[src/rtl/imu_complementary_tilt_filter_assert.svh]
// assertion macros for the tilt filter checks
`ifndef IMU_COMPLEMENTARY_TILT_FILTER_ASSERT_SVH
`define IMU_COMPLEMENTARY_TILT_FILTER_ASSERT_SVH

// same-cycle implication, disabled in reset
`define ICTF_ASSERT_NOW(label, clk, rst, ante, cons, msg) \
  label: assert property (@(posedge clk) disable iff (rst) (ante) |-> (cons)) else $error(msg);

// next-cycle implication, disabled in reset
`define ICTF_ASSERT_NEXT(label, clk, rst, ante, cons, msg) \
  label: assert property (@(posedge clk) disable iff (rst) (ante) |=> (cons)) else $error(msg);

`endif

[src/rtl/ictf_pkg.sv]
// shared types, constants and the arctangent table of the tilt filter
`timescale 1ns / 1ps

package ictf_pkg;

  // field and datapath widths
  localparam int ANGLE_W  = 16;
  localparam int CORDIC_W = 27;
  localparam int FINE_W   = 25;
  localparam int STEP_W   = 5;
  localparam int TABLE_LEN = 24;

  // angle range in 1/128 degree
  localparam logic signed [ANGLE_W-1:0] ANGLE_LIMIT = 16'sd23040;
  localparam logic signed [16:0] CONV_LIMIT = 17'sd23040;

  // half turn in 1/32768 degree
  localparam logic signed [FINE_W-1:0] HALF_TURN_FINE = 25'sd5898240;
  localparam logic signed [FINE_W-1:0] CONV_HALF = 25'sd128;

  // blend weight reset value, 0.955 in q0.16
  localparam logic [15:0] WEIGHT_RESET = 16'd62587;
  localparam logic [16:0] WEIGHT_ONE = 17'h10000;

  // blend scaling: divide by 32768000 as a shift by 15 and a divide by 1000
  localparam logic signed [27:0] DEG_SCALE  = 28'sd500;
  localparam logic signed [45:0] ROUND_HALF = 46'sd16384000;
  localparam logic signed [30:0] SAT_HI_LIM = 31'sd23041000;
  localparam logic signed [30:0] SAT_LO_LIM = -31'sd23040000;
  localparam logic signed [30:0] QUOT_BIAS  = 31'sd23040000;
  localparam logic signed [17:0] QUOT_OFFSET = 18'sd23040;
  // ceil(2^36 / 1000), exact for dividends below 2^26
  localparam logic signed [27:0] RECIP_1000 = 28'sd68719477;

  // axis index of the last axis
  localparam logic [1:0] LAST_AXIS = 2'd2;

  // main sequencer states
  typedef enum logic [3:0] {
    ST_IDLE,
    ST_CSTART,
    ST_CWAIT,
    ST_GYRO,
    ST_OLD,
    ST_GAIN,
    ST_ACCEL,
    ST_MIX,
    ST_ROUND,
    ST_SCALE,
    ST_OUT
  } ictf_state_t;

  // cordic engine states
  typedef enum logic [1:0] {
    CS_IDLE,
    CS_ITER,
    CS_CONV
  } cordic_state_t;

  // cordic result toward the sequencer
  typedef struct packed {
    logic                      done;
    logic signed [ANGLE_W-1:0] angle;
  } cordic_res_t;

  // round(atan(2^-i) degrees * 32768)
  function automatic logic signed [FINE_W-1:0] atan_fine(input logic [STEP_W-1:0] idx);
    logic signed [FINE_W-1:0] v;
    case (idx)
      5'd0:    v = 25'sd1474560;
      5'd1:    v = 25'sd870484;
      5'd2:    v = 25'sd459940;
      5'd3:    v = 25'sd233473;
      5'd4:    v = 25'sd117189;
      5'd5:    v = 25'sd58652;
      5'd6:    v = 25'sd29333;
      5'd7:    v = 25'sd14667;
      5'd8:    v = 25'sd7334;
      5'd9:    v = 25'sd3667;
      5'd10:   v = 25'sd1833;
      5'd11:   v = 25'sd917;
      5'd12:   v = 25'sd458;
      5'd13:   v = 25'sd229;
      5'd14:   v = 25'sd115;
      5'd15:   v = 25'sd57;
      5'd16:   v = 25'sd29;
      5'd17:   v = 25'sd14;
      5'd18:   v = 25'sd7;
      5'd19:   v = 25'sd4;
      5'd20:   v = 25'sd2;
      5'd21:   v = 25'sd1;
      default: v = 25'sd0;
    endcase
    return v;
  endfunction

endpackage

[src/rtl/ictf_in_if.sv]
// sample channel: accelerometer, gyro rates and elapsed time
`timescale 1ns / 1ps

interface ictf_in_if;
  logic               valid;
  logic               ready;
  logic signed [15:0] accel_x;
  logic signed [15:0] accel_y;
  logic signed [15:0] accel_z;
  logic signed [15:0] rate_x;
  logic signed [15:0] rate_y;
  logic signed [15:0] rate_z;
  logic [11:0]        elapsed_ms;

  modport source (
    output valid, accel_x, accel_y, accel_z, rate_x, rate_y, rate_z, elapsed_ms,
    input  ready
  );
  modport sink (
    input  valid, accel_x, accel_y, accel_z, rate_x, rate_y, rate_z, elapsed_ms,
    output ready
  );
endinterface

[src/rtl/ictf_out_if.sv]
// attitude channel: filtered roll, pitch and yaw
`timescale 1ns / 1ps

interface ictf_out_if;
  logic               valid;
  logic               ready;
  logic signed [15:0] roll_angle;
  logic signed [15:0] pitch_angle;
  logic signed [15:0] yaw_angle;

  modport source (
    output valid, roll_angle, pitch_angle, yaw_angle,
    input  ready
  );
  modport sink (
    input  valid, roll_angle, pitch_angle, yaw_angle,
    output ready
  );
endinterface

[src/rtl/imu_complementary_tilt_filter.sv]
// three-axis complementary tilt filter with a shared cordic and a shared multiplier
// the single cordic engine runs three times in turn, once per axis, then seven blend
// steps run per axis; the result then loads once no previous attitude is still pending,
// and a new sample is accepted only after that load
// reset: angles clear to zero, blend weight returns to 62587, the first sample uses zero time
`timescale 1ns / 1ps
`include "imu_complementary_tilt_filter_assert.svh"

module imu_complementary_tilt_filter #(
  parameter int CORDIC_STEPS = 16
) (
  input  logic        clk,
  input  logic        rst,
  input  logic        weight_we,
  input  logic [15:0] weight_data,
  ictf_in_if.sink     sample,
  ictf_out_if.source  attitude
);

  ictf_pkg::ictf_state_t state, state_next;

  logic [1:0]         axis;
  logic               first_pending;
  logic [15:0]        weight;

  // captured sample
  logic signed [15:0] accel_x_q, accel_y_q, accel_z_q;
  logic signed [15:0] rate_q [3];
  logic [11:0]        ms_q;

  // per-axis angles
  logic signed [15:0] accel_ang [3];
  logic signed [15:0] angle_store [3];

  // blend datapath
  logic signed [29:0] pre;
  logic signed [45:0] macc;
  logic [25:0]        xo;
  logic               sat_hi, sat_lo;

  // output register
  logic               out_valid;
  logic signed [15:0] out_roll, out_pitch, out_yaw;
  logic               out_load;
  logic               out_in_range;

  // shared multiplier
  logic signed [29:0] mul_a;
  logic signed [27:0] mul_b;
  logic signed [57:0] mul_p;
  logic [16:0]        accel_gain;

  logic signed [45:0] rnd;
  logic signed [30:0] blend_q;
  logic signed [30:0] blend_bias;
  logic [16:0]        quot;
  logic signed [17:0] quot_adj;
  logic signed [15:0] blend_res;

  // cordic engine
  logic                  cordic_start;
  logic signed [15:0]    cordic_q, cordic_p;
  ictf_pkg::cordic_res_t cordic_res;

  ictf_cordic #(
    .STEPS (CORDIC_STEPS)
  ) u_cordic (
    .clk   (clk),
    .rst   (rst),
    .start (cordic_start),
    .vec_q (cordic_q),
    .vec_p (cordic_p),
    .res   (cordic_res)
  );

  // cordic operand select per axis
  always_comb begin
    case (axis)
      2'd0: begin
        cordic_q = accel_y_q;
        cordic_p = accel_z_q;
      end
      2'd1: begin
        cordic_q = accel_x_q;
        cordic_p = accel_z_q;
      end
      default: begin
        cordic_q = accel_x_q;
        cordic_p = accel_y_q;
      end
    endcase
  end

  // state register
  always_ff @(posedge clk) begin
    if (rst) begin
      state <= ictf_pkg::ST_IDLE;
    end else begin
      state <= state_next;
    end
  end

  // sequencer next state and strobes
  always_comb begin
    state_next   = state;
    sample.ready = 1'b0;
    cordic_start = 1'b0;
    out_load     = 1'b0;
    case (state)
      ictf_pkg::ST_IDLE: begin
        sample.ready = 1'b1;
        if (sample.valid) state_next = ictf_pkg::ST_CSTART;
      end
      ictf_pkg::ST_CSTART: begin
        cordic_start = 1'b1;
        state_next   = ictf_pkg::ST_CWAIT;
      end
      ictf_pkg::ST_CWAIT: begin
        if (cordic_res.done) begin
          state_next = (axis == ictf_pkg::LAST_AXIS) ? ictf_pkg::ST_GYRO : ictf_pkg::ST_CSTART;
        end
      end
      ictf_pkg::ST_GYRO:  state_next = ictf_pkg::ST_OLD;
      ictf_pkg::ST_OLD:   state_next = ictf_pkg::ST_GAIN;
      ictf_pkg::ST_GAIN:  state_next = ictf_pkg::ST_ACCEL;
      ictf_pkg::ST_ACCEL: state_next = ictf_pkg::ST_MIX;
      ictf_pkg::ST_MIX:   state_next = ictf_pkg::ST_ROUND;
      ictf_pkg::ST_ROUND: state_next = ictf_pkg::ST_SCALE;
      ictf_pkg::ST_SCALE: begin
        state_next = (axis == ictf_pkg::LAST_AXIS) ? ictf_pkg::ST_OUT : ictf_pkg::ST_GYRO;
      end
      ictf_pkg::ST_OUT: begin
        if (!out_valid || attitude.ready) begin
          out_load   = 1'b1;
          state_next = ictf_pkg::ST_IDLE;
        end
      end
      default: begin
        state_next = ictf_pkg::ST_IDLE;
      end
    endcase
  end

  // multiplier operand select
  assign accel_gain = ictf_pkg::WEIGHT_ONE - {1'b0, weight};

  always_comb begin
    case (state)
      ictf_pkg::ST_GYRO: begin
        mul_a = 30'(rate_q[axis]);
        mul_b = {16'b0, ms_q};
      end
      ictf_pkg::ST_OLD: begin
        mul_a = 30'(angle_store[axis]);
        mul_b = ictf_pkg::DEG_SCALE;
      end
      ictf_pkg::ST_GAIN: begin
        mul_a = pre;
        mul_b = {12'b0, weight};
      end
      ictf_pkg::ST_ACCEL: begin
        mul_a = 30'(accel_ang[axis]);
        mul_b = ictf_pkg::DEG_SCALE;
      end
      ictf_pkg::ST_MIX: begin
        mul_a = pre;
        mul_b = {11'b0, accel_gain};
      end
      ictf_pkg::ST_SCALE: begin
        mul_a = {4'b0, xo};
        mul_b = ictf_pkg::RECIP_1000;
      end
      default: begin
        mul_a = '0;
        mul_b = '0;
      end
    endcase
  end

  assign mul_p = mul_a * mul_b;

  // round-half-up, shift by 15, bias into the unsigned divide range
  assign rnd        = macc + ictf_pkg::ROUND_HALF;
  assign blend_q    = rnd[45:15];
  assign blend_bias = blend_q + ictf_pkg::QUOT_BIAS;

  // divide by 1000 through the reciprocal, then remove the bias and saturate
  assign quot     = mul_p[52:36];
  assign quot_adj = $signed({1'b0, quot}) - ictf_pkg::QUOT_OFFSET;

  always_comb begin
    if (sat_hi) begin
      blend_res = ictf_pkg::ANGLE_LIMIT;
    end else if (sat_lo) begin
      blend_res = -ictf_pkg::ANGLE_LIMIT;
    end else begin
      blend_res = quot_adj[15:0];
    end
  end

  // control state: axis counter, first sample flag, weight register
  always_ff @(posedge clk) begin
    if (rst) begin
      axis          <= '0;
      first_pending <= 1'b1;
      weight        <= ictf_pkg::WEIGHT_RESET;
    end else begin
      if (weight_we) weight <= weight_data;
      if (sample.valid && sample.ready) first_pending <= 1'b0;
      if ((state == ictf_pkg::ST_CWAIT && cordic_res.done) || state == ictf_pkg::ST_SCALE) begin
        axis <= (axis == ictf_pkg::LAST_AXIS) ? 2'd0 : axis + 2'd1;
      end
    end
  end

  // filtered angle store
  always_ff @(posedge clk) begin
    if (rst) begin
      angle_store[0] <= '0;
      angle_store[1] <= '0;
      angle_store[2] <= '0;
    end else if (state == ictf_pkg::ST_SCALE) begin
      angle_store[axis] <= blend_res;
    end
  end

  // sample capture, zero elapsed time on the first sample
  always_ff @(posedge clk) begin
    if (sample.valid && sample.ready) begin
      accel_x_q <= sample.accel_x;
      accel_y_q <= sample.accel_y;
      accel_z_q <= sample.accel_z;
      rate_q[0] <= sample.rate_x;
      rate_q[1] <= sample.rate_y;
      rate_q[2] <= sample.rate_z;
      ms_q      <= first_pending ? 12'd0 : sample.elapsed_ms;
    end
  end

  // accelerometer angle capture
  always_ff @(posedge clk) begin
    if (state == ictf_pkg::ST_CWAIT && cordic_res.done) begin
      accel_ang[axis] <= cordic_res.angle;
    end
  end

  // blend accumulation steps
  always_ff @(posedge clk) begin
    case (state)
      ictf_pkg::ST_GYRO:  pre  <= mul_p[29:0];
      ictf_pkg::ST_OLD:   pre  <= pre + mul_p[29:0];
      ictf_pkg::ST_GAIN:  macc <= mul_p[45:0];
      ictf_pkg::ST_ACCEL: pre  <= mul_p[29:0];
      ictf_pkg::ST_MIX:   macc <= macc + mul_p[45:0];
      ictf_pkg::ST_ROUND: begin
        sat_hi <= (blend_q >= ictf_pkg::SAT_HI_LIM);
        sat_lo <= (blend_q < ictf_pkg::SAT_LO_LIM);
        xo     <= blend_bias[25:0];
      end
      default: begin
      end
    endcase
  end

  // output register, holds until taken
  always_ff @(posedge clk) begin
    if (rst) begin
      out_valid <= 1'b0;
    end else if (out_load) begin
      out_valid <= 1'b1;
    end else if (attitude.ready) begin
      out_valid <= 1'b0;
    end
  end

  always_ff @(posedge clk) begin
    if (out_load) begin
      out_roll  <= angle_store[0];
      out_pitch <= angle_store[1];
      out_yaw   <= angle_store[2];
    end
  end

  assign attitude.valid       = out_valid;
  assign attitude.roll_angle  = out_roll;
  assign attitude.pitch_angle = out_pitch;
  assign attitude.yaw_angle   = out_yaw;

  // range check of the presented result
  assign out_in_range = (out_roll  <= ictf_pkg::ANGLE_LIMIT) && (out_roll  >= -ictf_pkg::ANGLE_LIMIT)
                     && (out_pitch <= ictf_pkg::ANGLE_LIMIT) && (out_pitch >= -ictf_pkg::ANGLE_LIMIT)
                     && (out_yaw   <= ictf_pkg::ANGLE_LIMIT) && (out_yaw   >= -ictf_pkg::ANGLE_LIMIT);

  // checks
  `ICTF_ASSERT_NOW(a_out_range, clk, rst, out_valid, out_in_range, "attitude out of range")
  `ICTF_ASSERT_NEXT(a_busy_after_req, clk, rst, sample.valid && sample.ready, !sample.ready, "ready after request")
  `ICTF_ASSERT_NEXT(a_first_cleared, clk, rst, sample.valid && sample.ready, !first_pending, "first flag kept")
  `ICTF_ASSERT_NOW(a_cordic_done_wait, clk, rst, cordic_res.done, state == ictf_pkg::ST_CWAIT, "stray cordic done")

endmodule

[src/rtl/ictf_cordic.sv]
// vectoring cordic engine: atan2(q, p) in 1/128 degree, one rotation per cycle
`timescale 1ns / 1ps

module ictf_cordic #(
  parameter int STEPS = 16
) (
  input  logic                      clk,
  input  logic                      rst,
  input  logic                      start,
  input  logic signed [15:0]        vec_q,
  input  logic signed [15:0]        vec_p,
  output ictf_pkg::cordic_res_t     res
);

  localparam int NUM_STEPS = (STEPS > ictf_pkg::TABLE_LEN) ? ictf_pkg::TABLE_LEN : STEPS;
  localparam logic [ictf_pkg::STEP_W-1:0] LAST_STEP = ictf_pkg::STEP_W'(NUM_STEPS - 1);

  ictf_pkg::cordic_state_t state, state_next;

  logic [ictf_pkg::STEP_W-1:0]          step;
  logic signed [ictf_pkg::CORDIC_W-1:0] p, q;
  logic signed [ictf_pkg::FINE_W-1:0]   acc;
  logic                                 zero;
  logic                                 res_done;
  logic signed [ictf_pkg::ANGLE_W-1:0]  res_angle;

  logic signed [ictf_pkg::CORDIC_W-1:0] p_ext, q_ext, ps, qs;
  logic signed [ictf_pkg::FINE_W-1:0]   step_angle;
  logic signed [ictf_pkg::FINE_W-1:0]   conv_sum;
  logic signed [16:0]                   conv_q;

  // scale by 256 and sign extend
  assign p_ext = {{3{vec_p[15]}}, vec_p, 8'b0};
  assign q_ext = {{3{vec_q[15]}}, vec_q, 8'b0};

  // shared shifter and table lookup
  assign ps         = p >>> step;
  assign qs         = q >>> step;
  assign step_angle = ictf_pkg::atan_fine(step);

  // round to 1/128 degree
  assign conv_sum = acc + ictf_pkg::CONV_HALF;
  assign conv_q   = conv_sum[ictf_pkg::FINE_W-1:8];

  // state register
  always_ff @(posedge clk) begin
    if (rst) begin
      state <= ictf_pkg::CS_IDLE;
    end else begin
      state <= state_next;
    end
  end

  // next state
  always_comb begin
    state_next = state;
    case (state)
      ictf_pkg::CS_IDLE: begin
        if (start) state_next = ictf_pkg::CS_ITER;
      end
      ictf_pkg::CS_ITER: begin
        if (step == LAST_STEP) state_next = ictf_pkg::CS_CONV;
      end
      ictf_pkg::CS_CONV: begin
        state_next = ictf_pkg::CS_IDLE;
      end
      default: begin
        state_next = ictf_pkg::CS_IDLE;
      end
    endcase
  end

  // step counter and done flag
  always_ff @(posedge clk) begin
    if (rst) begin
      step     <= '0;
      res_done <= 1'b0;
    end else begin
      res_done <= (state == ictf_pkg::CS_CONV);
      if (state == ictf_pkg::CS_IDLE) begin
        step <= '0;
      end else if (state == ictf_pkg::CS_ITER) begin
        step <= step + 1'b1;
      end
    end
  end

  // vector rotation and angle accumulation
  always_ff @(posedge clk) begin
    case (state)
      ictf_pkg::CS_IDLE: begin
        if (start) begin
          zero <= (vec_p == 16'sd0) && (vec_q == 16'sd0);
          if (vec_p[15]) begin
            p   <= -p_ext;
            q   <= -q_ext;
            acc <= vec_q[15] ? -ictf_pkg::HALF_TURN_FINE : ictf_pkg::HALF_TURN_FINE;
          end else begin
            p   <= p_ext;
            q   <= q_ext;
            acc <= '0;
          end
        end
      end
      ictf_pkg::CS_ITER: begin
        if (!q[ictf_pkg::CORDIC_W-1]) begin
          p   <= p + qs;
          q   <= q - ps;
          acc <= acc + step_angle;
        end else begin
          p   <= p - qs;
          q   <= q + ps;
          acc <= acc - step_angle;
        end
      end
      ictf_pkg::CS_CONV: begin
        if (zero) begin
          res_angle <= '0;
        end else if (conv_q > ictf_pkg::CONV_LIMIT) begin
          res_angle <= ictf_pkg::ANGLE_LIMIT;
        end else if (conv_q < -ictf_pkg::CONV_LIMIT) begin
          res_angle <= -ictf_pkg::ANGLE_LIMIT;
        end else begin
          res_angle <= conv_q[ictf_pkg::ANGLE_W-1:0];
        end
      end
      default: begin
      end
    endcase
  end

  assign res.done  = res_done;
  assign res.angle = res_angle;

endmodule
[src/flat_wrapper.sv]
// flat-port wrapper written by rule: the top's interface ports become plain ports
module imu_complementary_tilt_filter_flat 
#(
  parameter int CORDIC_STEPS = 16
)
  (clk, rst, weight_we, weight_data, sample_valid, sample_accel_x, sample_accel_y, sample_accel_z, sample_rate_x, sample_rate_y, sample_rate_z, sample_elapsed_ms, sample_ready, attitude_valid, attitude_roll_angle, attitude_pitch_angle, attitude_yaw_angle, attitude_ready);
  ictf_in_if sample_i ();
  ictf_out_if attitude_i ();
  input  logic clk;
  input  logic rst;
  input  logic weight_we;
  input  logic [15:0] weight_data;
  input wire logic [$bits(sample_i.valid)-1:0] sample_valid;
  input wire logic [$bits(sample_i.accel_x)-1:0] sample_accel_x;
  input wire logic [$bits(sample_i.accel_y)-1:0] sample_accel_y;
  input wire logic [$bits(sample_i.accel_z)-1:0] sample_accel_z;
  input wire logic [$bits(sample_i.rate_x)-1:0] sample_rate_x;
  input wire logic [$bits(sample_i.rate_y)-1:0] sample_rate_y;
  input wire logic [$bits(sample_i.rate_z)-1:0] sample_rate_z;
  input wire logic [$bits(sample_i.elapsed_ms)-1:0] sample_elapsed_ms;
  output wire logic [$bits(sample_i.ready)-1:0] sample_ready;
  output wire logic [$bits(attitude_i.valid)-1:0] attitude_valid;
  output wire logic [$bits(attitude_i.roll_angle)-1:0] attitude_roll_angle;
  output wire logic [$bits(attitude_i.pitch_angle)-1:0] attitude_pitch_angle;
  output wire logic [$bits(attitude_i.yaw_angle)-1:0] attitude_yaw_angle;
  input wire logic [$bits(attitude_i.ready)-1:0] attitude_ready;
  assign sample_i.valid = sample_valid;
  assign sample_i.accel_x = sample_accel_x;
  assign sample_i.accel_y = sample_accel_y;
  assign sample_i.accel_z = sample_accel_z;
  assign sample_i.rate_x = sample_rate_x;
  assign sample_i.rate_y = sample_rate_y;
  assign sample_i.rate_z = sample_rate_z;
  assign sample_i.elapsed_ms = sample_elapsed_ms;
  assign sample_ready = sample_i.ready;
  assign attitude_valid = attitude_i.valid;
  assign attitude_roll_angle = attitude_i.roll_angle;
  assign attitude_pitch_angle = attitude_i.pitch_angle;
  assign attitude_yaw_angle = attitude_i.yaw_angle;
  assign attitude_i.ready = attitude_ready;
  imu_complementary_tilt_filter #(.CORDIC_STEPS(CORDIC_STEPS)) u_core (.clk(clk), .rst(rst), .weight_we(weight_we), .weight_data(weight_data), .sample(sample_i), .attitude(attitude_i));
endmodule
[config.mk]
export PLATFORM = sky130hd
export DESIGN_NAME = imu_complementary_tilt_filter_flat
export DESIGN_NICKNAME = d
export VERILOG_FILES = /design/src/rtl/ictf_pkg.sv /design/src/rtl/ictf_in_if.sv /design/src/rtl/ictf_out_if.sv /design/src/rtl/imu_complementary_tilt_filter.sv /design/src/rtl/ictf_cordic.sv /design/src/flat_wrapper.sv
export VERILOG_INCLUDE_DIRS = /design/src /design/src/rtl
export SDC_FILE = /design/constraint.sdc
export NUM_CORES = 2
export LEC_CHECK = 0
export BUFFER_PORTS_ARGS = -buffer_cell sky130_fd_sc_hd__buf_2
export CAP_MARGIN = 20
export CORE_UTILIZATION = 45
export CTS_CLUSTER_DIAMETER = 120
export DETAILED_ROUTE_END_ITERATION = 7
export PLACE_DENSITY = 0.72
export SYNTH_ARGS = -nofsm -noshare
export SYNTH_HDL_FRONTEND = slang
export SYNTH_HIERARCHICAL = 1
export SYNTH_SLANG_ARGS = --single-unit
[constraint.sdc]
create_clock -name clk -period 21.1 [get_ports clk]
set_clock_uncertainty 0.1 [all_clocks]
set_input_delay 2.11 -clock clk [delete_from_list [all_inputs] [get_ports clk]]
set_output_delay 2.11 -clock clk [all_outputs]
set_load 0.03 [all_outputs]
### Word level (Yosys, flattened, before mapping)

Memory sizes are Yosys's and may differ from the RTL's. A register that Yosys moved wholly into a read port is not among the register bits.
Index checks and enable logic that the tools add are counted.

| cells by class | value |
|---|---|
| $add $sub $neg | 17 |
| multiply operators | 1 |
| $lt $le $gt $ge | 4 |
| eq/ne operators | 20 |
| shift-type cells | 2 |
| muxes and demuxes | 59 |
| reductions and logical operators | 27 |

Operator list:

| cell | number |
|---|---|
| 27-bit two-way mux | 6 |
| 30-bit one-hot mux with 5 select lines | 1 |
| 27-bit one-hot mux with 5 select lines | 1 |
| 27-bit one-hot mux with 2 select lines | 2 |
| 25-bit two-way mux | 4 |
| 16-bit two-way mux | 6 |
| 46-bit one-hot mux with 2 select lines | 1 |
| 30-bit one-hot mux with 2 select lines | 1 |
| 27-bit adder | 2 |
| 24-bit negator with 27-bit output | 2 |
| 27-bit by 5-bit >>> shifter with 27-bit output | 2 |
| 27-bit subtractor | 2 |
| 30-bit by 28-bit multiplier with 52-bit output | 1 |
| 25-bit one-hot mux with 2 select lines | 1 |
| 46-bit by 25-bit adder with 46-bit output, second input constant | 1 |
| 46-bit adder | 1 |
| 4-bit one-hot mux with 11 select lines | 1 |
| 16-bit zero test | 2 |
| 31-bit by 26-bit >= comparator with 1-bit output, second input constant | 1 |
| 31-bit by 26-bit less-than comparator with 1-bit output, second input constant | 1 |
| 30-bit adder | 1 |
| 26-bit adder, second input constant | 1 |
| 25-bit adder | 1 |
| 25-bit by 9-bit adder with 25-bit output, second input constant | 1 |
| other kinds (33) | 87 |

| word-level totals | value |
|---|---|
| register bits | 292 |
| memory bits (writable) | 144 |
| bits in read-only memories | 672 |
| input bits | 129 |
| output and inout bits | 50 |
| word-level logic and storage cells | 158 |
| memories | 4 |

Memory list:

| name | depth | bits a word | read ports | clocked after memory_dff | wr ports | line | source |
|---|---|---|---|---|---|---|---|
| (no name shown) | 32 | 21 | 1 | 1 | 0 | ictf_pkg.sv:69 | `case (idx)` |
| u_core.accel_ang | 3 | 16 | 1 | 1 | 1 | imu_complementary_tilt_filter.sv:32 | `logic signed [15:0] accel_ang [3];` |
| u_core.angle_store | 3 | 16 | 4 | 4 | 3 | imu_complementary_tilt_filter.sv:33 | `logic signed [15:0] angle_store [3];` |
| u_core.rate_q | 3 | 16 | 1 | 1 | 3 | imu_complementary_tilt_filter.sv:28 | `logic signed [15:0] rate_q [3];` |

### Logic depth before layout (Yosys ltp)

| depth | value |
|---|---|
| depth in word-level cells | 8 |
| mapped depth | 46 |
| mapped depth without buffers | 45 |

### By module

Netlist, hierarchy kept.

By module, submodules not included:

| module | times used | cells each | area each (µm²) | seq. area each (µm²) |
|---|---|---|---|---|
| imu_complementary_tilt_filter | 1 | 4489 | 43725.7 | 11691.2 |
| ictf_cordic | 1 | 1715 | 14816.7 | 3463.3 |

### Worst setup path after synthesis

Ideal clock, no wire load.

| path | value |
|---|---|
| path type | register to register |
| from | reg u_core.state[2] |
| to | reg u_core.macc[42] (data pin) |
| library setup time | 0.266 ns |
| arrival time | 10.488 ns |
| required time | 20.734 ns |
| setup slack | 10.246 ns |
| cell stages (with the launch flop) | 41 |
| buffers on the path | 4 |
| clock period less this slack | 10.854 ns |
| path through | dfxtp_1 -> clkbuf_1 -> nor2b_1 -> nand2_1 -> inv_1 -> clkbuf_1 -> buf_1 -> a211o_1 -> nand2_1 -> fa_1 -> inv_1 -> fa_1 -> fa_1 -> inv_1 -> fa_1 -> inv_1 -> fa_1 -> fa_1 -> [5 not listed] -> o21bai_1 -> a21oi_1 -> o211ai_1 -> o21a_1 -> xor2_1 -> ha_1 -> clkbuf_1 -> nand4_1 -> nor2b_1 -> nand2_1 -> a2111oi_2 -> nor2_1 -> a31o_2 -> o31a_1 -> o21ai_1 -> a31oi_1 -> xor2_1 -> o21ai_1 |

| on the way | value |
|---|---|
| cells in the longest elaborated chain, start to end | 6 |
| elaborated cells on any way between the ends | 13 |
| classes of those cells | add/sub (1); mul (1); eq/ne (6); mux (3); reduce/logical (2) |

RTL lines:

| element | line | source |
|---|---|---|
| from (decl) | imu_complementary_tilt_filter.sv:20 | `ictf_pkg::ictf_state_t state, state_next;` |
| from (signal assigned) | imu_complementary_tilt_filter.sv:97 | `state <= ictf_pkg::ST_IDLE;` |
| from (signal assigned) | imu_complementary_tilt_filter.sv:99 | `state <= state_next;` |
| 4-bit by 3-bit equality test with 1-bit output, on equally long branches | imu_complementary_tilt_filter.sv:148, imu_complementary_tilt_filter.sv:249 |  |
| 2-bit OR reduction (no source line) | - |  |
| 30-bit one-hot mux with 5 select lines or 27-bit one-hot mux with 5 select lines (tied branches) | imu_complementary_tilt_filter.sv:148 | `case (state)` |
| 30-bit by 28-bit multiplier with 52-bit output | imu_complementary_tilt_filter.sv:180 | `assign mul_p = mul_a * mul_b;` |
| 46-bit adder | imu_complementary_tilt_filter.sv:254 | `ictf_pkg::ST_MIX: macc <= macc + mul_p[45:0];` |
| 46-bit one-hot mux with 2 select lines (*) | imu_complementary_tilt_filter.sv:249 | `case (state)` |
| to (signal assigned) | imu_complementary_tilt_filter.sv:252 | `ictf_pkg::ST_GAIN: macc <= mul_p[45:0];` |
| to (signal assigned) | imu_complementary_tilt_filter.sv:254 |  |
| to (decl) | imu_complementary_tilt_filter.sv:37 | `logic signed [45:0] macc;` |

Every way passes the cells marked *; elsewhere a longest branch is shown, timed or not.
A chain may end at the register's enable or synchronous reset.

### Final worst setup path

| path | value |
|---|---|
| from | reg u_core.state[3] |
| to | reg u_core.macc[44] (data pin) |

Same word-level chain as after synthesis.

==> impl_results.md <==
- Outcome: complete, no violations
- DP HPWL: roughly 140 mm
- CP peak stage delay: 0.73 ns
- Clock latency on the worst-skew pair: 0.70 ns
- Critical Path AT: 12.85 ns
- 1st-iter DRT viols: 4,510
- Area of the core: between 100,000 and 150,000 µm²
- Netlist Area Pre-Place: 58,500 µm²
- Post-Syn Instances: slightly above 6,000
- H-tree levels: 2
- Seq/Total Area, Yosys: 25.9%
- Finish-stage setup viols: 0
- Gpl congestion: between 1 and 1.5
- Root buf cell: clkbuf_16
- Ys flop type: edfxtp_1
- Setup TNS: 0 ns
- Fin crit share: roughly three fifths
- CP max stage cell: dfxtp_1
- Nets: about 7,400
- Die Ht: 363 µm
- CTS Hold Buffers Added: 0
- Hold Fails Final Rpt: 0
- Final instance area: around 63,000 µm²
- Final min period: ~13 ns
- CTS tree: yes
- Post-DP Area: between 60,000 and 70,000 µm²
- Overflow left after global routing: 0
- Clk buf depth: 3
- Maxcap violations: 0
- PD cells: 67.6 nW/µm²
- Port Buffer Count: 178
- DR DRC count: 0
- Synth Area per Inst: about 9.4 µm²
- Fin. max-slew vios: 0
- Top delay family on crit path: adder cells
- TritonRoute pass-1 iters: 5
- WP data required: ~21 ns
- Initial core utilization: 45.6%
- Clock sinks: 523
- Vias/cell: around 5.8
- Tightest Hold Check Type: reg2reg
- Cts repair resizes: 0
- Routed Antenna Nets: 0
- Max Clock Freq: between 70 and 80 MHz
- Max FO, Critical Path: 62
- Tightest Pin Transition: between 1 and 1.5 ns
- Die area: between 100,000 and 150,000 µm²
- Setup crit end kind: flip-flop
- Total clock buffers created by CTS: 59
- Die Wd: ~360 µm
- Cell variety after synth: roughly 130
- Num ports: approximately 180
- Layout cells sized above 1: 9.74%
- CTS clock-pin slew for the worst setup and hold paths: approximately 0.060 ns
- Seq cells post-synth: 523
- Worst setup path class: reg2reg
- DRT Wirelength: around 180 mm
- # Post-CTS Setup Buffers: 0
- Slew HR: around 17%
- RSZ-0062 raised after global routing: false
- Area Growth Syn to Fin: 8.06%
- Post-synth EDFFs: between 400 and 500
- Leakage power: ~27 nW
- Global Route Usage Sum: a little over a quarter
- Synth warn: 6
- Antenna violations before repair: 4
- Final core occ: around half
- CP bufs+invs: 7
- Vias: 46,400
- CP most frequent cell: fa_1
- Async S/R FF share, synth: 0%
- Global-route wire length before repair: ~270 mm
- R2r setup slk: 8.55 ns
- Vias in the first global route: 46,500
- N_diodes: 0
- Fill cells: roughly 12,000
- CP Launch Type: flip-flop
- Rows: between 100 and 150
- Wire per inst: about 22 µm
- Max IR drop VDD: around 0.084 mV
- Largest net degree at the start of global routing: 76
[sequential cells by signal, indices dropped and copies added (netlist names), 4 cells and up, named ones only]
signal	cells
u_core/u_cordic/step	5
u_core/attitude.roll_angle	16
u_core/u_cordic/q	27
u_core/accel_y_q	16
u_core/pre	30
u_core/rate_q	48
u_core/accel_ang	48
u_core/u_cordic/res_angle	16
u_core/accel_z_q	16
u_core/xo	26
u_core/attitude.yaw_angle	16
u_core/accel_x_q	16
u_core/weight	16
u_core/angle_store	64
u_core/u_cordic/p	27
u_core/macc	46
u_core/attitude.pitch_angle	16
u_core/u_cordic/step_angle	21
u_core/ms_q	12
u_core/state	4
u_core/u_cordic/acc	25
[per-layer routing]
layer  GRT usage (%)  wire length (µm)
met4            11.9              8510
met5               0                80
met3            5.41             16300
met1            35.2             70800
met2            42.8             79700
[per-stage QoR]
step | cells | total power [mW] | hold WS (ns) | worst slack (ns)
floorplan | 6211 | 2.72 | 0.321 | 10.25
global placement | 7939 | 3.16 | 0.331 | 8.80
detailed placement | 7941 | 3.19 | 0.334 | 8.72
CTS | 8052 | 4.27 | 0.351 | 8.68
global route | 8054 | 4.51 | 0.366 | 7.65
finish | 8054 | 4.28 | 0.350 | 8.55
[power by group]
| group | leakage, nW | switching (mW) | internal, mW |
|---|---|---|---|
| logic | 21.6 | 1.09 | 0.733 |
| clock network | 0.956 | 0.448 | 0.603 |
| registers | 4.86 | 0.134 | 1.27 |
| total | 27.5 | 1.67 | 2.60 |
[worst register-to-register path, delay by kind of cell, from the launching register on]
family / cells / cell delay [ns]
buffers and inverters: 7 / 1.48
AND/OR/NAND/NOR: 10 / 2.51
adder cells (fa/ha/maj): 9 / 4.12
XOR/XNOR: 2 / 0.54
AO/OA/AOI/OAI: 10 / 2.75
flip-flops: 1 / 0.73
multiplexers: 1 / 0.10
[final timing paths]
path	start	endpoint	cells after the start
hold reg to reg	u_core/angle_store[2][6]	u_core/attitude.yaw_angle[6]	0
setup / recovery	u_core/state[3]	u_core/macc[44]	39
setup reg to reg	u_core/state[3]	u_core/macc[44]	39
hold / removal	u_core/angle_store[2][6]	u_core/attitude.yaw_angle[6]	0
[kinds of logic (layout without fill, tap and decap cells)]
kind of cell	count (synthesis)	in the layout	synth area share [%]
xor+xnor	324	324	4.93
compound gates	1097	1097	12.1
fa+ha+maj	1002	1002	29.0
simple gates	1815	1815	14.2
other cells	1	8	0.00641
buf+inv	1203	1317	7.95
flops	523	523	25.9
mux	239	239	5.94
[layout make-up]
cell class / instances / area, µm² / share of cell area, %
sequential: 523 / 15200 / 24.0
multi-input combinational: 4485 / 38900 / 61.5
clock buffer: 79 / 1610 / 2.55
clock inverter: 32 / 380 / 0.601
inverter: 946 / 3550 / 5.62
tap: 1729 / 2160 / 3.42
timing repair buffer: 260 / 1510 / 2.38
[cell usage in the layout (no fill, tap or decap), types with 39 or more instances in the layout]
cell type	n
clkbuf_16	59
fa_1	591
dfxtp_1	49
xor2_1	135
a21oi_1	293
a211oi_1	44
nand2b_1	54
xnor2_1	185
nor3_1	76
buf_4	82
mux2_2	49
buf_2	178
nor2b_1	44
nand2_1	663
nand4_1	45
a31oi_1	67
a21o_1	96
nor2_1	575
o21a_1	42
nand3_1	76
o21ai_0	267
and3_1	39
inv_1	941
and2_1	64
ha_1	410
edfxtp_1	468
mux4_2	80
mux2i_1	107
[synthesized netlist by cell type, types with 27 or more instances]
cell type / n / area [µm²]
nand2_1: 664 / 2490
a21oi_1: 294 / 1470
dfxtp_1: 55 / 1100
o31ai_1: 27 / 203
buf_1: 33 / 124
nor3_1: 79 / 395
and2_1: 65 / 407
or3_1: 27 / 169
or2_2: 32 / 200
a211oi_1: 45 / 338
ha_1: 410 / 5130
a31oi_1: 67 / 419
edfxtp_1: 468 / 14100
clkbuf_1: 167 / 627
xor2_1: 135 / 1180
nand2b_1: 55 / 344
and3_1: 39 / 244
o21ai_0: 271 / 1360
xnor2_1: 185 / 1620
a21o_1: 96 / 721
inv_1: 942 / 3540
mux2_2: 49 / 552
mux2i_1: 107 / 1070
nand4_1: 45 / 282
o21a_1: 42 / 315
buf_2: 40 / 200
nor2b_1: 45 / 282
nor2_1: 583 / 2190
mux4_2: 80 / 1800
nand3_1: 77 / 385
fa_1: 591 / 11800
Power figures use the tool's default switching activity.
